## config.mk

```make
export PLATFORM = sky130hd
export DESIGN_NAME = pcfc_parser
export DESIGN_NICKNAME = d
export VERILOG_FILES = /design/src/design/pcfc_pkg.sv /design/src/design/pcfc_parser.sv
export SDC_FILE = /design/constraint.sdc
export NUM_CORES = 1
export LEC_CHECK = 0
export ABC_AREA = 1
export BUFFER_PORTS_ARGS = -buffer_cell sky130_fd_sc_hd__buf_4
export CAP_MARGIN = 20
export CELL_PAD_IN_SITES_DETAIL_PLACEMENT = 1
export CELL_PAD_IN_SITES_GLOBAL_PLACEMENT = 1
export CORE_ASPECT_RATIO = 0.8
export CORE_MARGIN = 4
export CORE_UTILIZATION = 39
export DETAILED_ROUTE_END_ITERATION = 8
export GPL_ROUTABILITY_DRIVEN = 1
export PLACE_DENSITY = 0.86
export SLEW_MARGIN = 10
export SYNTH_ARGS = -nofsm -noshare
export SYNTH_HDL_FRONTEND = slang
export SYNTH_SLANG_ARGS = --single-unit
```

## constraint.sdc

```tcl
create_clock -name clk -period 4.1 [get_ports clk]
set_input_delay 1.025 -clock clk [delete_from_list [all_inputs] [get_ports clk]]
set_output_delay 1.025 -clock clk [all_outputs]
set_load 0.005 [all_outputs]
```

## src/design/pcfc_pkg.sv

```systemverilog
// shared types and constants for the protocol classifier and flow counter
`timescale 1ns / 1ps

package pcfc_pkg;

  // command codes on func
  localparam logic FUNC_BYTE    = 1'b0;
  localparam logic FUNC_INSTALL = 1'b1;

  // configuration register word index (paddr[2])
  localparam logic REG_L2_CODE = 1'b0;
  localparam logic [7:0] L2_CODE_RESET = 8'd1;

  // ethertypes of interest
  localparam logic [15:0] ETH_IPV4 = 16'h0800;
  localparam logic [15:0] ETH_IPV6 = 16'h86DD;

  // header byte positions
  localparam logic [15:0] POS_ET_HI    = 16'd12;
  localparam logic [15:0] POS_ET_LO    = 16'd13;
  localparam logic [15:0] POS_V6_NH    = 16'd20;
  localparam logic [15:0] POS_V4_PROTO = 16'd23;

  // minimum lengths for a field to count
  localparam logic [15:0] MIN_ET_LEN = 16'd14;
  localparam logic [15:0] MIN_V4_LEN = 16'd34;
  localparam logic [15:0] MIN_V6_LEN = 16'd54;
  localparam logic [15:0] LEN_MAX    = 16'hFFFF;

  // sequencer states
  typedef enum logic [2:0] {
    S_CLEAR,
    S_IDLE,
    S_SCAN,
    S_CRD,
    S_CUPD
  } state_t;

  // packet summary handed from parser to lookup
  typedef struct packed {
    logic [15:0] et;
    logic [7:0]  l4;
    logic [15:0] len;
  } pkt_info_t;

  // one key table entry
  typedef struct packed {
    logic        valid;
    logic [7:0]  l2;
    logic [15:0] et;
    logic [7:0]  l4;
  } key_entry_t;

endpackage

```

## src/design/pcfc_parser.sv

```systemverilog
// per-byte header parser: length, ethertype and layer-4 protocol capture
`timescale 1ns / 1ps

module pcfc_parser (
  input  logic                  clk,
  input  logic                  rst,
  input  logic                  byte_en,
  input  logic [7:0]            data_byte,
  input  logic                  last_byte,
  output pcfc_pkg::pkt_info_t   info
);

  logic [15:0] byte_position;
  logic [15:0] seen_ethertype;
  logic [7:0]  seen_l4;
  logic [15:0] byte_position_next;
  logic [15:0] seen_ethertype_next;
  logic [7:0]  seen_l4_next;

  // header capture for the byte at the current position
  always_comb begin
    seen_ethertype_next = seen_ethertype;
    seen_l4_next = seen_l4;
    if (byte_position == pcfc_pkg::POS_ET_HI) begin
      seen_ethertype_next = {data_byte, seen_ethertype[7:0]};
    end else if (byte_position == pcfc_pkg::POS_ET_LO) begin
      seen_ethertype_next = {seen_ethertype[15:8], data_byte};
    end else if (byte_position == pcfc_pkg::POS_V6_NH &&
                 seen_ethertype == pcfc_pkg::ETH_IPV6) begin
      seen_l4_next = data_byte;
    end else if (byte_position == pcfc_pkg::POS_V4_PROTO &&
                 seen_ethertype == pcfc_pkg::ETH_IPV4) begin
      seen_l4_next = data_byte;
    end
    byte_position_next = (byte_position != pcfc_pkg::LEN_MAX) ?
                         byte_position + 16'd1 : byte_position;
  end

  // packet summary as it stands after this byte
  always_comb begin
    info.len = byte_position_next;
    info.et  = (byte_position_next >= pcfc_pkg::MIN_ET_LEN) ? seen_ethertype_next : 16'd0;
    info.l4  = 8'd0;
    if (info.et == pcfc_pkg::ETH_IPV4 && byte_position_next >= pcfc_pkg::MIN_V4_LEN) begin
      info.l4 = seen_l4_next;
    end else if (info.et == pcfc_pkg::ETH_IPV6 &&
                 byte_position_next >= pcfc_pkg::MIN_V6_LEN) begin
      info.l4 = seen_l4_next;
    end
  end

  // packet state, cleared at the end of each packet
  always_ff @(posedge clk) begin
    if (rst) begin
      byte_position  <= '0;
      seen_ethertype <= '0;
      seen_l4        <= '0;
    end else if (byte_en) begin
      if (last_byte) begin
        byte_position  <= '0;
        seen_ethertype <= '0;
        seen_l4        <= '0;
      end else begin
        byte_position  <= byte_position_next;
        seen_ethertype <= seen_ethertype_next;
        seen_l4        <= seen_l4_next;
      end
    end
  end

endmodule

```

* Yosys cells after proc, flatten, opt, wreduce, memory -nomap -nowiden *
Cells that the tools add are included.
W data, S select, Z words.

word-level totals
  register bits after elaboration = 40
  latch bits = 0
  memory bits (writable) = 0
  memory bits (read-only) = 0
  input port bits = 12
  output and inout bits = 40
  word-level logic and storage cells = 33
  memories kept = 0

cells by class
  $add $sub $neg = 1
  $mul = 0
  divide/modulo/power cells = 0
  order comparisons = 3
  equal/unequal tests = 9
  shift-type cells = 0
  multiplexer cells = 13
  bitwise gates (word level) = 0
  reductions and logical operators = 4

operator list
  operator                 number
  $mux W16                 5
  $mux W8                  8
  $eq A16 B12 Y1 const B   2
  $eq A16 B16 Y1 const B   2
  $eq A16 B4 Y1 const B    2
  $eq A16 B5 Y1 const B    2
  $ge A16 B6 Y1 const B    2
  $add A16 B1 Y16 const B  1
  $ge A16 B4 Y1 const B    1
  $ne A16 B16 Y1 const B   1
  $logic_and A1 B1 Y1      4

* Logic depth before layout (Yosys ltp) *
  word-level depth = 8
  mapped depth = 17
  depth with buffers taken out = 16

* Worst setup path before layout *
OpenSTA, ideal clock, no wires.

  kind = reg2out
  from = reg byte_position[0]
  to = out info[16] (netlist bit)
  arrival = 2158 ps
  data required time = 3075 ps
  path slack = 917 ps
  cell stages (with the launch flop) = 18
  path buffers = 1
  path through = dfxtp_1 > ha_1 > nand3_4 > inv_2 > nand2_4 > inv_2 > nand2_4 > nand2_2 > nor2_4 > nand2_1 > nor2_2 > nand3_2 > buf_6 > o21ai_1 > nand2_1 > inv_2 > nand3_4 > a21oi_2

RTL lines
  element                   line               text
  start: declaration        pcfc_parser.sv:13  logic [15:0] byte_position;
  start signal: assignment  pcfc_parser.sv:64  byte_position <= byte_position_next;
  end: declaration          pcfc_parser.sv:10  output pcfc_pkg::pkt_info_t info

==> load_flow_metrics.sql <==
INSERT INTO impl_metrics (metric_group, metric, value, unit) VALUES
('min_path', 'hold_start', 'seen_ethertype[11]', ''),
('global_routing', 'grt_pass1_vias', '3433', ''),
('clocking', 'cts_root_buffer', 'sky130_fd_sc_hd__clkbuf_8', ''),
('placed_design', 'gp_congestion', '0.890', ''),
('global_routing', 'gr-total-overflow', '0', ''),
('setup_path', 'critical_path.max_fanout', '8', ''),
('timing', 'worst_clock_skew', '0.00593', 'ns'),
('logic_synthesis', 'yosysTopAreaCell', 'sky130_fd_sc_hd__dfxtp_1', ''),
('clocking', 'clock_path_buffers', '2', ''),
('setup_path', 'worstSetupEndpointType', 'primary output', ''),
('min_path', 'worst_hold_path.num_cells', '2', ''),
('timing', 'achievable-frequency', '253', 'MHz'),
('floorplan', 'core_area', '7430', 'sq um'),
('cells_and_area', 'insertedDiodeCount', '0', ''),
('floorplan', 'design.portCount', '52', ''),
('floorplan', 'dieWidth', '106', 'um'),
('timing', 'setup_tns', '0', 'ns'),
('setup_path', 'crit_start', 'byte_position[13]', ''),
('logic_synthesis', 'ys_async_sr_fraction', '0', '%'),
('logic_synthesis', 'synth_nets', '517', ''),
('global_routing', 'global_route.usage.total', '23.0', '%'),
('floorplan', 'floorplan.initialDensity', '40.3', '%'),
('cells_and_area', 'final_cell_mix', '160 x sky130_fd_sc_hd__nand2_1, 68 x sky130_fd_sc_hd__inv_1, 61 x sky130_fd_sc_hd__buf_4', ''),
('cells_and_area', 'layout-drive-gt1-share', '23.2', '%'),
('timing', 'setup_viol', '0', ''),
('status', 'status', 'finished clean', ''),
('clocking', 'tritoncts.num_buffers', '5', ''),
('placed_design', 'numPortBuffers', '51', ''),
('logic_synthesis', 'synth.yosys.seq_area_share', '26.7', '%'),
('timing', 'tightest_slew', '0.589', 'ns'),
('detailed_routing', 'post_drt_via_cell_ratio', '5.14', ''),
('setup_path', 'crit-reg2reg-launch', 'byte_position[0]', ''),
('timing', 'max-slew-margin-rel', '60.6', '%'),
('setup_path', 'critPathArrivalTime', '2.92', 'ns'),
('timing', 'final_min_period_over_clock_period', '96.2', '%'),
('detailed_routing', 'finalWirelength', '10300', 'um'),
('global_routing', 'global_route_wire_length_before_repair', '17100', 'um'),
('logic_synthesis', 'netlist_area', '3000', 'sq um'),
('logic_synthesis', 'syn_inst', '502', ''),
('detailed_routing', 'wl_per_cell', '15.6', 'um'),
('min_path', 'min-delay-path-class', 'reg -> reg', ''),
('logic_synthesis', 'synthesis.area_per_instance', '5.97', 'sq um'),
('pwr', 'ir_drop', '0.108', 'mV'),
('floorplan', 'die_y', '86.4', 'um'),
('clocking', 'tritoncts', 'done', ''),
('placed_design', 'place_hpwl', '7730', 'um'),
('cells_and_area', 'areaGrowthSynthToFinish', '22.3', '%'),
('cells_and_area', 'sequential_cell_area', '806', 'sq um'),
('setup_path', 'critPathRequiredTime', '3.07', 'ns'),
('cells_and_area', 'total_of_fill_cells_in_the_finished_design', '1045', ''),
('timing', 'finalHoldViolations', '0', ''),
('cells_and_area', 'nNetsFinal', '566', ''),
('detailed_routing', 'drt-initial-drc-count', '187', ''),
('setup_path', 'worstSetupStartpointType', 'register', ''),
('timing', 'period_minus_slack', '3.95', 'ns'),
('logic_synthesis', 'synth.lib_cells_used.distinct', '31', ''),
('setup_path', 'worstSetupPathType', 'reg -> out', ''),
('cells_and_area', 'postLayoutCoreUtil', '49.3', '%'),
('global_routing', 'grt_max_degree', '42', ''),
('clocking', 'number_of_levels_the_h_tree_was_split_into', '2', ''),
('detailed_routing', 'drt_drc_violations_left', '0', ''),
('placed_design', 'post-place-ws', '0.278', 'ns'),
('detailed_routing', 'number_of_antenna_violating_nets_in_the_routed_design', '0', ''),
('logic_synthesis', 'dominantRegCellSynth', 'sky130_fd_sc_hd__dfxtp_1', ''),
('cells_and_area', 'mostFrequentLayoutCell', 'sky130_fd_sc_hd__nand2_1', ''),
('clocking', 'clock_insertion_delay_at_the_later_pin_of_the_skew_report', '0.29', 'ns'),
('setup_path', 'worst-r2r-setup-slack', '1.66', 'ns'),
('pwr', 'power_per_cell_area', '200', 'nW/um^2'),
('cells_and_area', 'multiInputGateArea', '1900', 'sq um'),
('run', 'max_capacitance_violation_count', '0', ''),
('logic_synthesis', 'synth_edf_count', '0', '');
## synthesized netlist by cell type, types with 8 or more instances
master	count
sky130_fd_sc_hd__a21oi_1	43
sky130_fd_sc_hd__a21oi_2	8
sky130_fd_sc_hd__clkbuf_1	11
sky130_fd_sc_hd__dfxtp_1	40
sky130_fd_sc_hd__inv_1	68
sky130_fd_sc_hd__nand2_1	160
sky130_fd_sc_hd__nand2_2	8
sky130_fd_sc_hd__nand3_1	20
sky130_fd_sc_hd__nand4_1	13
sky130_fd_sc_hd__nor2_1	43
sky130_fd_sc_hd__nor2_2	9
sky130_fd_sc_hd__o21ai_0	23
sky130_fd_sc_hd__o21ai_1	12
## where the power goes
group / switching [uW] / internal (uW) / total [uW] / leakage (uW)
combinational: 34.0 / 13.7 / 47.7 / 0.00113
clock: 143 / 150 / 293 / 0.0000503
sequential: 1.06 / 389 / 390 / 0.000324
## stage by stage
step | total power, uW | area (sq um) | hold WS [ns] | cells
2_1_floorplan | 423 | 3000 | 0.445 | 502
6_report | 731 | 3660 | 0.469 | 656
3_5_place_dp | 446 | 3470 | 0.456 | 645
4_1_cts | 739 | 3570 | 0.469 | 652
3_3_place_gp | 445 | 3470 | 0.451 | 645
5_1_grt | 759 | 3660 | 0.495 | 656
## critical path: stages (launching register included)
cell and delay [ns]:
sky130_fd_sc_hd__dfxtp_1 0.36, sky130_fd_sc_hd__inv_1 0.11, sky130_fd_sc_hd__nand4_1 0.17, sky130_fd_sc_hd__nor2_4 0.23, sky130_fd_sc_hd__nand4_1 0.25, sky130_fd_sc_hd__buf_4 0.22
sky130_fd_sc_hd__buf_4 0.15, sky130_fd_sc_hd__nand2_1 0.05, sky130_fd_sc_hd__o21ai_0 0.19, sky130_fd_sc_hd__o21ai_1 0.20, sky130_fd_sc_hd__nand2_1 0.09, sky130_fd_sc_hd__inv_2 0.11
sky130_fd_sc_hd__nand3_4 0.18, sky130_fd_sc_hd__a21oi_2 0.19, sky130_fd_sc_hd__buf_4 0.12
## logic make-up after synthesis
family                   synth area share [%]
XOR/XNOR                                0.877
AO/OA/AOI/OAI                            16.5
flip-flops                               26.7
buffers and inverters                    12.0
adder cells (fa/ha/maj)                  1.25
AND/OR/NAND/NOR                          42.6
## per-layer routing
metal	part of all wire [%]	GRT usage (%)	up-vias
met5	0	0	-
met4	1.2	6.47	0
met3	5.3	4.99	15
met2	45	36.2	81
met1	49	32.0	1585
li1	-	-	1689
## sequential cells by signal, indices dropped and copies added, names as in the netlist
name,count
byte_position,16
seen_ethertype,16
seen_l4,8
## layout make-up
class | instances | area share [%]
multi-input combinational | 371 | 51.9
sequential | 40 | 22.0
timing repair buffer | 61 | 12.5
inverter | 72 | 7.38
tap | 105 | 3.59
clock buffer | 7 | 2.63
## worst paths after layout
kind | to
worst max-delay path | info[16]
worst min-delay path | seen_ethertype[11]
worst max register to register | seen_l4[0]
worst min register to register | seen_ethertype[11]
## timing repair
action	in CTS	in global routing
setup endpoints to repair	8	8
pin swaps	0	1
gates resized for setup	2	20
buffers inserted	0	4
cloned	0	0
hold buffers	0	0
Power figures use the tool's default switching activity.
